<file path="config.mk">
export PLATFORM = sky130hd
export DESIGN_NAME = cmap_queue
export DESIGN_NICKNAME = d
export VERILOG_FILES = /design/src/sv/cmap_pkg.sv /design/src/sv/cmap_queue.sv
export SDC_FILE = /design/constraint.sdc
export NUM_CORES = 1
export LEC_CHECK = 0
export BUFFER_PORTS_ARGS = -buffer_cell sky130_fd_sc_hd__buf_4
export CAP_MARGIN = 10
export CORE_ASPECT_RATIO = 0.9
export CORE_MARGIN = 3
export CORE_UTILIZATION = 40
export CTS_CLUSTER_DIAMETER = 60
export CTS_CLUSTER_SIZE = 24
export DETAILED_ROUTE_END_ITERATION = 8
export GPL_TIMING_DRIVEN = 0
export SLEW_MARGIN = 20
export SYNTH_ARGS = -nofsm -noshare
export SYNTH_HDL_FRONTEND = slang
export SYNTH_SLANG_ARGS = --single-unit
</file>
<file path="constraint.sdc">
create_clock -name clock -period 7.3 [get_ports clock]
set_input_delay 0.73 -clock clock [delete_from_list [all_inputs] [get_ports clock]]
set_output_delay 0.73 -clock clock [all_outputs]
set_load 0.1 [all_outputs]
</file>
<file path="src/sv/cmap_pkg.sv">
// Package for the scalar-to-RGB colormap: widths, register and map codes,
// shared types and the colormap segment tables.
// No dependencies; every other file imports it.
`default_nettype none

package cmap_pkg;

   localparam int SAMPLE_BITS  = 16;
   localparam int CHANNEL_BITS = 8;
   localparam int CMAX         = (1 << CHANNEL_BITS) - 1;

   localparam int MAP_W     = 5;
   localparam int CSR_IDX_W = 2;
   localparam int NUM_MAPS  = 18;
   localparam int MAX_SEGS  = 6;
   localparam int SEG_W     = 3;
   localparam int MUL_W     = 3;
   localparam int KW        = 5;

   // Arithmetic widths: n = v - min and d = max - min need one bit more than a sample.
   localparam int ND_W   = SAMPLE_BITS + 1;
   localparam int P_W    = 11;
   localparam int Q_W    = 10;
   localparam int R_W    = 10;
   localparam int CMP_W  = ND_W + KW + 1;
   localparam int PN_W   = P_W + ND_W;
   localparam int QD_W   = Q_W + ND_W;
   localparam int RD_W   = R_W + ND_W + 1;
   localparam int N_W    = PN_W + 1;
   localparam int NUM_W  = N_W + CHANNEL_BITS + 2;
   localparam int D_W    = RD_W + 1;

   localparam int QDEPTH = 4;
   localparam int QPTR_W = 2;
   localparam int QCNT_W = 3;
   localparam int ODEPTH = 2;
   localparam int OPTR_W = 1;
   localparam int OCNT_W = 2;

   localparam logic [CSR_IDX_W-1:0] CSR_RANGE_MIN  = 2'd0;
   localparam logic [CSR_IDX_W-1:0] CSR_RANGE_MAX  = 2'd1;
   localparam logic [CSR_IDX_W-1:0] CSR_MAP_SELECT = 2'd2;

   localparam logic signed [SAMPLE_BITS-1:0] RANGE_MIN_RESET  = SAMPLE_BITS'(82);
   localparam logic signed [SAMPLE_BITS-1:0] RANGE_MAX_RESET  = SAMPLE_BITS'(486);
   localparam logic [MAP_W-1:0]              MAP_SELECT_RESET = '0;

   localparam logic [MAP_W-1:0] MAP_RAINBOW1     = 5'd0;
   localparam logic [MAP_W-1:0] MAP_RAINBOW2     = 5'd1;
   localparam logic [MAP_W-1:0] MAP_RAINBOW3     = 5'd2;
   localparam logic [MAP_W-1:0] MAP_RAINBOW4     = 5'd3;
   localparam logic [MAP_W-1:0] MAP_RAINBOW5     = 5'd4;
   localparam logic [MAP_W-1:0] MAP_RAINBOW6     = 5'd5;
   localparam logic [MAP_W-1:0] MAP_RAINBOW7     = 5'd6;
   localparam logic [MAP_W-1:0] MAP_RAINBOW8     = 5'd7;
   localparam logic [MAP_W-1:0] MAP_BLUE_RED     = 5'd8;
   localparam logic [MAP_W-1:0] MAP_TANGERINE    = 5'd9;
   localparam logic [MAP_W-1:0] MAP_ORANGE       = 5'd10;
   localparam logic [MAP_W-1:0] MAP_YELLOW_RED   = 5'd11;
   localparam logic [MAP_W-1:0] MAP_GRAYSCALE    = 5'd12;
   localparam logic [MAP_W-1:0] MAP_FLAT_GRAY    = 5'd13;
   localparam logic [MAP_W-1:0] MAP_FLAT_BLUE    = 5'd14;
   localparam logic [MAP_W-1:0] MAP_BLUES        = 5'd15;
   localparam logic [MAP_W-1:0] MAP_YELLOW_GREEN = 5'd16;
   localparam logic [MAP_W-1:0] MAP_GREEN_PINK   = 5'd17;

   // One channel on one segment: f = (p*n + q*d) / (r*d).
   typedef struct packed {
      logic signed [P_W-1:0] p;
      logic signed [Q_W-1:0] q;
      logic [R_W-1:0]        r;
   } lin_type;

   // Index 0 is red, 1 green, 2 blue.
   typedef lin_type [2:0] coef_type;

   typedef struct packed {
      logic [MUL_W-1:0] m;
      logic [SEG_W-1:0] nseg;
      logic [MUL_W-1:0] kstep;
   } geom_type;

   typedef struct packed {
      logic signed [ND_W-1:0] n;
      logic signed [ND_W-1:0] d;
      coef_type               coef;
      logic                   blank;
      logic                   force_clip;
   } item_type;

   typedef struct packed {
      logic [CHANNEL_BITS-1:0] red;
      logic [CHANNEL_BITS-1:0] green;
      logic [CHANNEL_BITS-1:0] blue;
      logic                    clipped;
   } rsp_type;

   function automatic lin_type mk_lin(input int p, input int q, input int r);
      lin_type l;
      l.p = P_W'(p);
      l.q = Q_W'(q);
      l.r = R_W'(r);
      return l;
   endfunction

   function automatic coef_type mk_coef(input lin_type red, input lin_type green,
                                        input lin_type blue);
      coef_type c;
      c[0] = red;
      c[1] = green;
      c[2] = blue;
      return c;
   endfunction

   function automatic geom_type mk_geom(input int m, input int nseg, input int kstep);
      geom_type g;
      g.m     = MUL_W'(m);
      g.nseg  = SEG_W'(nseg);
      g.kstep = MUL_W'(kstep);
      return g;
   endfunction

   localparam lin_type Z0  = mk_lin(0, 0, 1);
   localparam lin_type ONE = mk_lin(0, 1, 1);
   localparam lin_type TUP = mk_lin(1, 0, 1);
   localparam lin_type TDN = mk_lin(-1, 1, 1);

   // Segment boundaries sit at t = i*kstep/m for i = 1 .. nseg-1.
   function automatic geom_type cmap_geom(input logic [MAP_W-1:0] code);
      geom_type g;
      case (code)
         MAP_RAINBOW1: g = mk_geom(4, 4, 1);
         MAP_RAINBOW2: g = mk_geom(6, 6, 1);
         MAP_RAINBOW3: g = mk_geom(4, 4, 1);
         MAP_RAINBOW4: g = mk_geom(3, 3, 1);
         MAP_RAINBOW5: g = mk_geom(5, 5, 1);
         MAP_RAINBOW6: g = mk_geom(4, 4, 1);
         MAP_RAINBOW7: g = mk_geom(2, 2, 1);
         MAP_RAINBOW8: g = mk_geom(2, 2, 1);
         MAP_ORANGE:   g = mk_geom(5, 2, 2);
         default:      g = mk_geom(1, 1, 1);
      endcase
      return g;
   endfunction

   function automatic coef_type cmap_coef(input logic [MAP_W-1:0] code,
                                          input logic [SEG_W-1:0] seg);
      coef_type c;
      c = mk_coef(Z0, Z0, Z0);
      case (code)
         MAP_RAINBOW1: begin
            case (seg)
               SEG_W'(0): c = mk_coef(Z0, mk_lin(4, 0, 1), ONE);
               SEG_W'(1): c = mk_coef(Z0, ONE, mk_lin(-4, 2, 1));
               SEG_W'(2): c = mk_coef(mk_lin(4, -2, 1), ONE, Z0);
               default:   c = mk_coef(ONE, mk_lin(-4, 4, 1), Z0);
            endcase
         end
         MAP_RAINBOW2: begin
            case (seg)
               SEG_W'(0): c = mk_coef(ONE, mk_lin(6, 0, 1), Z0);
               SEG_W'(1): c = mk_coef(mk_lin(-6, 2, 1), ONE, Z0);
               SEG_W'(2): c = mk_coef(Z0, ONE, mk_lin(6, -2, 1));
               SEG_W'(3): c = mk_coef(Z0, mk_lin(-6, 4, 1), ONE);
               SEG_W'(4): c = mk_coef(mk_lin(6, -4, 1), Z0, ONE);
               default:   c = mk_coef(ONE, Z0, mk_lin(-6, 6, 1));
            endcase
         end
         MAP_RAINBOW3: begin
            case (seg)
               SEG_W'(0): c = mk_coef(Z0, mk_lin(4, 0, 1), mk_lin(-4, 1, 1));
               SEG_W'(1): c = mk_coef(mk_lin(4, -1, 1), mk_lin(-4, 2, 1), Z0);
               SEG_W'(2): c = mk_coef(mk_lin(-4, 3, 1), mk_lin(4, -2, 1), Z0);
               default:   c = mk_coef(Z0, mk_lin(-4, 4, 1), mk_lin(4, -3, 1));
            endcase
         end
         MAP_RAINBOW4: begin
            case (seg)
               SEG_W'(0): c = mk_coef(mk_lin(-3, 1, 1), Z0, mk_lin(3, 0, 1));
               SEG_W'(1): c = mk_coef(Z0, mk_lin(3, -1, 1), ONE);
               default:   c = mk_coef(mk_lin(3, -2, 1), mk_lin(-3, 3, 1), ONE);
            endcase
         end
         MAP_RAINBOW5: begin
            case (seg)
               SEG_W'(0): c = mk_coef(Z0, mk_lin(5, 0, 1), ONE);
               SEG_W'(1): c = mk_coef(Z0, ONE, mk_lin(-5, 2, 1));
               SEG_W'(2): c = mk_coef(mk_lin(5, -2, 1), ONE, Z0);
               SEG_W'(3): c = mk_coef(ONE, mk_lin(-5, 4, 1), Z0);
               default:   c = mk_coef(ONE, mk_lin(5, -4, 1), mk_lin(5, -4, 1));
            endcase
         end
         MAP_RAINBOW6: begin
            case (seg)
               SEG_W'(0): c = mk_coef(Z0, mk_lin(4, 0, 1), ONE);
               SEG_W'(1): c = mk_coef(Z0, ONE, mk_lin(-4, 2, 1));
               SEG_W'(2): c = mk_coef(mk_lin(4, -2, 1), ONE, Z0);
               default:   c = mk_coef(ONE, ONE, mk_lin(4, -3, 1));
            endcase
         end
         MAP_RAINBOW7: begin
            case (seg)
               SEG_W'(0): c = mk_coef(Z0, mk_lin(2, 0, 1), mk_lin(-2, 1, 1));
               default:   c = mk_coef(mk_lin(2, -1, 1), mk_lin(-2, 2, 1), Z0);
            endcase
         end
         MAP_RAINBOW8: begin
            case (seg)
               SEG_W'(0): c = mk_coef(ONE, mk_lin(-2, 1, 1), mk_lin(2, 0, 1));
               default:   c = mk_coef(mk_lin(-2, 2, 1), mk_lin(2, -1, 1), ONE);
            endcase
         end
         MAP_BLUE_RED:  c = mk_coef(TUP, Z0, TDN);
         MAP_TANGERINE: c = mk_coef(mk_lin(50, 200, 255), mk_lin(100, 60, 255),
                                    mk_lin(110, 0, 255));
         MAP_ORANGE: begin
            case (seg)
               SEG_W'(0): c = mk_coef(mk_lin(725, 110, 510), mk_lin(25, 110, 510),
                                      mk_lin(-225, 90, 510));
               default:   c = mk_coef(mk_lin(250, 500, 765), mk_lin(500, -20, 765),
                                      mk_lin(550, -220, 765));
            endcase
         end
         MAP_YELLOW_RED:   c = mk_coef(ONE, TDN, Z0);
         MAP_GRAYSCALE:    c = mk_coef(TUP, TUP, TUP);
         MAP_FLAT_GRAY:    c = mk_coef(mk_lin(0, 1, 2), mk_lin(0, 1, 2), mk_lin(0, 1, 2));
         MAP_FLAT_BLUE:    c = mk_coef(mk_lin(0, 53, 100), mk_lin(0, 95, 100),
                                       mk_lin(0, 81, 100));
         MAP_BLUES:        c = mk_coef(TUP, TUP, ONE);
         MAP_YELLOW_GREEN: c = mk_coef(TUP, ONE, Z0);
         MAP_GREEN_PINK:   c = mk_coef(TUP, TDN, TUP);
         default:          c = mk_coef(Z0, Z0, Z0);
      endcase
      return c;
   endfunction

endpackage

`default_nettype wire

</file>
<file path="src/sv/cmap_queue.sv">
// Short queue that decouples the colormap front end from the back end.
// Uses cmap_pkg for the item type and depth.
`default_nettype none

module cmap_queue
   import cmap_pkg::*;
(
   input  logic     clock,
   input  logic     reset,
   input  logic     push_i,
   input  item_type item_i,
   input  logic     pop_i,
   output logic     valid_o,
   output item_type item_o
);

   item_type          mem_ff [QDEPTH];
   logic [QPTR_W-1:0] wptr_ff, wptr_in;
   logic [QPTR_W-1:0] rptr_ff, rptr_in;
   logic [QCNT_W-1:0] count_ff, count_in;

   assign valid_o = (count_ff != '0);
   assign item_o  = mem_ff[rptr_ff];

   always_comb begin
      wptr_in  = push_i ? wptr_ff + QPTR_W'(1) : wptr_ff;
      rptr_in  = pop_i ? rptr_ff + QPTR_W'(1) : rptr_ff;
      count_in = count_ff;
      if (push_i && !pop_i) begin
         count_in = count_ff + QCNT_W'(1);
      end else if (!push_i && pop_i) begin
         count_in = count_ff - QCNT_W'(1);
      end
   end

   always_ff @(posedge clock) begin
      if (reset) begin
         wptr_ff  <= '0;
         rptr_ff  <= '0;
         count_ff <= '0;
      end else begin
         wptr_ff  <= wptr_in;
         rptr_ff  <= rptr_in;
         count_ff <= count_in;
      end
   end

   always_ff @(posedge clock) begin
      if (push_i) begin
         mem_ff[wptr_ff] <= item_i;
      end
   end

   a_no_overflow: assert property (@(posedge clock) disable iff (reset)
      !(push_i && !pop_i && (count_ff == QCNT_W'(QDEPTH))))
      else $error("queue written while full");

   a_no_underflow: assert property (@(posedge clock) disable iff (reset)
      !(pop_i && (count_ff == '0)))
      else $error("queue read while empty");

endmodule

`default_nettype wire

</file>
==> summary.txt <==
worst setup path category -> register to output port
GRT Overall Usage -> 14.9%
Setup Skew -> 24.1 ps
row cnt -> 75
Setup violations, final -> 0
most numerous cell in the Yosys netlist -> edfxtp_1
worst vdd ir -> 0.180 mV
top cells by area, synth -> edfxtp_1, mux4_2, dfxtp_1
die width -> 236 µm
synthesized instance count -> 716
Final Max Slew Viols -> 0
cell family with most CP delay -> buffers and inverters
number of synthesis warnings -> 0
Die Footprint -> 0.0503 mm²
Die H -> 213 µm
global-route wire length before repair -> 56400 µm
Vias/cell -> 5.04
Final Hold Viols -> 0
max cap viols -> 0
P per Cell Area -> 306 mW/mm²
Setup TNS -> 0 ps
CP dominant cell by count -> buf_4
synthesized area per cell -> 26.6 µm²
initial antenna violation count -> 2
CP Launch Type -> register
unrepaired setup endpoints after global routing -> no
share of post-route cells with drive strength above 1 -> 46.5%
P_leak -> 7.79 nW
min cycle time layout -> 3140 ps
Final HPWL DP -> 23600 µm
async set-reset flop share out of synthesis -> 0%
DRT iter0 DRCs -> 464
GRT overflow -> 0
post-cts sizing count -> 0
final period utilization -> 43.0%
Routed WL -> 37400 µm
largest net degree at the start of global routing -> 44
Post-Syn Nets -> 855
vias in the first global route -> 8804
post-synthesis cell area -> 0.0190 mm²
post-synthesis sequential area ratio -> 82.3%
CTS Buffer Depth -> 3
FMAX -> 0.319 GHz
clock sink count -> 525
routability cong. -> 0.667
Largest stage delay, worst path -> 560 ps
total CTS buffers -> 36
#FFs+latches synth -> 525
I/O pin count -> 263
Yosys cell types -> 19
worst hold margin -> 362 ps
Commonest cells post-synth -> edfxtp_1, mux4_2, buf_6
Clock Latency Late Sink -> 560 ps
worst slew pin tran -> 687 ps
Hold Path Class -> primary input to register
fin nets -> 1166
DR vias -> 8403
H-tree Lvls -> 2
Crit-path slowest cell -> clkbuf_1
CTS tree -> built
CP Data Required Time -> 6570 ps
DRT antenna net count -> 0
hold buffers post-CTS -> 0
Crit Path Max Fanout -> 10
initial core utilization -> 40.7%
FF+latch area -> 0.0157 mm²
Core ar. -> 0.0468 mm²
top cell type's share of synthesized area -> 81.4%
crit path capture type -> output port
Antenna diodes -> 0
CP Cell Sequence -> buf_4 > clkbuf_1 > mux4_2 > buf_4
Rel. slew slack -> 54.2%
fillers -> 3746
status -> complete, no violations
area of the multi-input gates -> 0.00314 mm²
EDFF count, synth -> 516
Root Buffer -> clkbuf_16
PortBufs -> 261
cell taking the most area after synthesis -> edfxtp_1
Crit path arrival time -> 2410 ps
Post-CTS Setup Repair Bufs -> 0
post-DR wirelength/cell -> 22.4 µm
DRC -> 0
Clk pin slew, worst setup/hold paths -> 90 ps
Buf+Inv Stages, Crit Path -> 3
Area Overhead vs Synth -> 22.6%
drt pass-1 iters -> 4
main flop type after synthesis -> edfxtp_1
==> cells by family (layout without fill, tap and decap cells) <==
| kind of cell | count (synthesis) | after routing | share of synthesized area [%] |
|---|---|---|---|
| adder cells (fa/ha/maj) | 6 | 6 | 0.434 |
| buffers and inverters | 33 | 368 | 1.27 |
| XOR/XNOR | 5 | 5 | 0.230 |
| AO/OA/AOI/OAI | 2 | 2 | 0.0525 |
| flip-flops | 525 | 525 | 82.3 |
| AND/OR/NAND/NOR | 14 | 14 | 0.355 |
| multiplexers | 131 | 131 | 15.4 |
==> final timing paths <==
check	start	to	slack (ps)	cells after the start
hold reg to reg	count_ff[2]	count_ff[2]	490	2
hold / removal	item_i[95]	mem_ff[2][95]	360	1
setup reg to reg	wptr_ff[0]	mem_ff[3][116]	5380	4
setup / recovery	register	item_o[105]	4160	4
==> placed cells by master (no fill, tap or decap), types with 2 or more instances in the layout <==
master     synthesis  routed
mux2i_1            2       2
inv_1              4       4
xnor2_1            2       2
inv_16             0       3
and2_4             0       4
buf_16             0      12
clkinv_4           0       6
dfxtp_1            9       9
buf_6             13      13
xor2_1             3       3
ha_1               5       5
buf_2             10      10
clkinv_8           0       2
nor2_1             7       7
inv_12             0       4
clkinv_1           0       3
clkbuf_1           4       5
edfxtp_1         516     516
mux4_2           129     129
inv_8              0       3
buf_4              2     263
or3_1              2       2
clkbuf_16          0      37
==> state kept, by name (all words and copies together) (netlist names), named ones only <==
register  count
mem_ff      516
count_ff      3
rptr_ff       2
wptr_ff       2
==> through the flow <==
stage | instances | worst slack [ps] | util, % | instance area (µm²) | power (mW)
floorplan | 716 | 3110 | - | 19000 | 4.73
global placement | 1593 | 202 | 46.5 | 21800 | 5.10
detailed placement | 1605 | 4710 | 47.2 | 22100 | 5.11
CTS | 1667 | 4060 | 49.9 | 23400 | 7.25
global route | 1667 | 4030 | 49.9 | 23400 | 7.41
finish | 1667 | 4160 | 49.9 | 23400 | 7.15
==> per-layer routing <==
layer	up-vias	share of wire [%]	global-route usage [%]
met2	222	48	23.4
met1	4408	43	20.6
li1	3712	-	-
met4	4	2.2	4.34
met5	-	0.070	0
met3	57	6.7	4.18
==> where the power goes <==
| part | internal [mW] | leakage (nW) | total (mW) | switching, mW |
|---|---|---|---|---|
| registers | 3.46 | 4.81 | 3.49 | 0.0293 |
| logic | 0.394 | 2.38 | 1.53 | 1.13 |
| clock network | 1.04 | 0.603 | 2.13 | 1.09 |
==> final cells by class <==
| class | count | share of cell area [%] |
|---|---|---|
| flip-flops and latches | 525 | 67.1 |
| multi-input cells | 158 | 13.4 |
| repair buffers | 273 | 9.80 |
| clock buffers | 39 | 4.04 |
| well taps | 616 | 3.30 |
| clock inverters | 23 | 1.26 |
| plain buffers | 29 | 0.970 |
| inverters | 4 | 0.0643 |
==> worst reg2reg max path, cell delays in order (launching register included) <==
cell and delay (ps):
dfxtp_1 410, ha_1 170, and2_4 410, buf_16 290
buf_16 270
No activity file was read; power rests on OpenSTA's default activity.
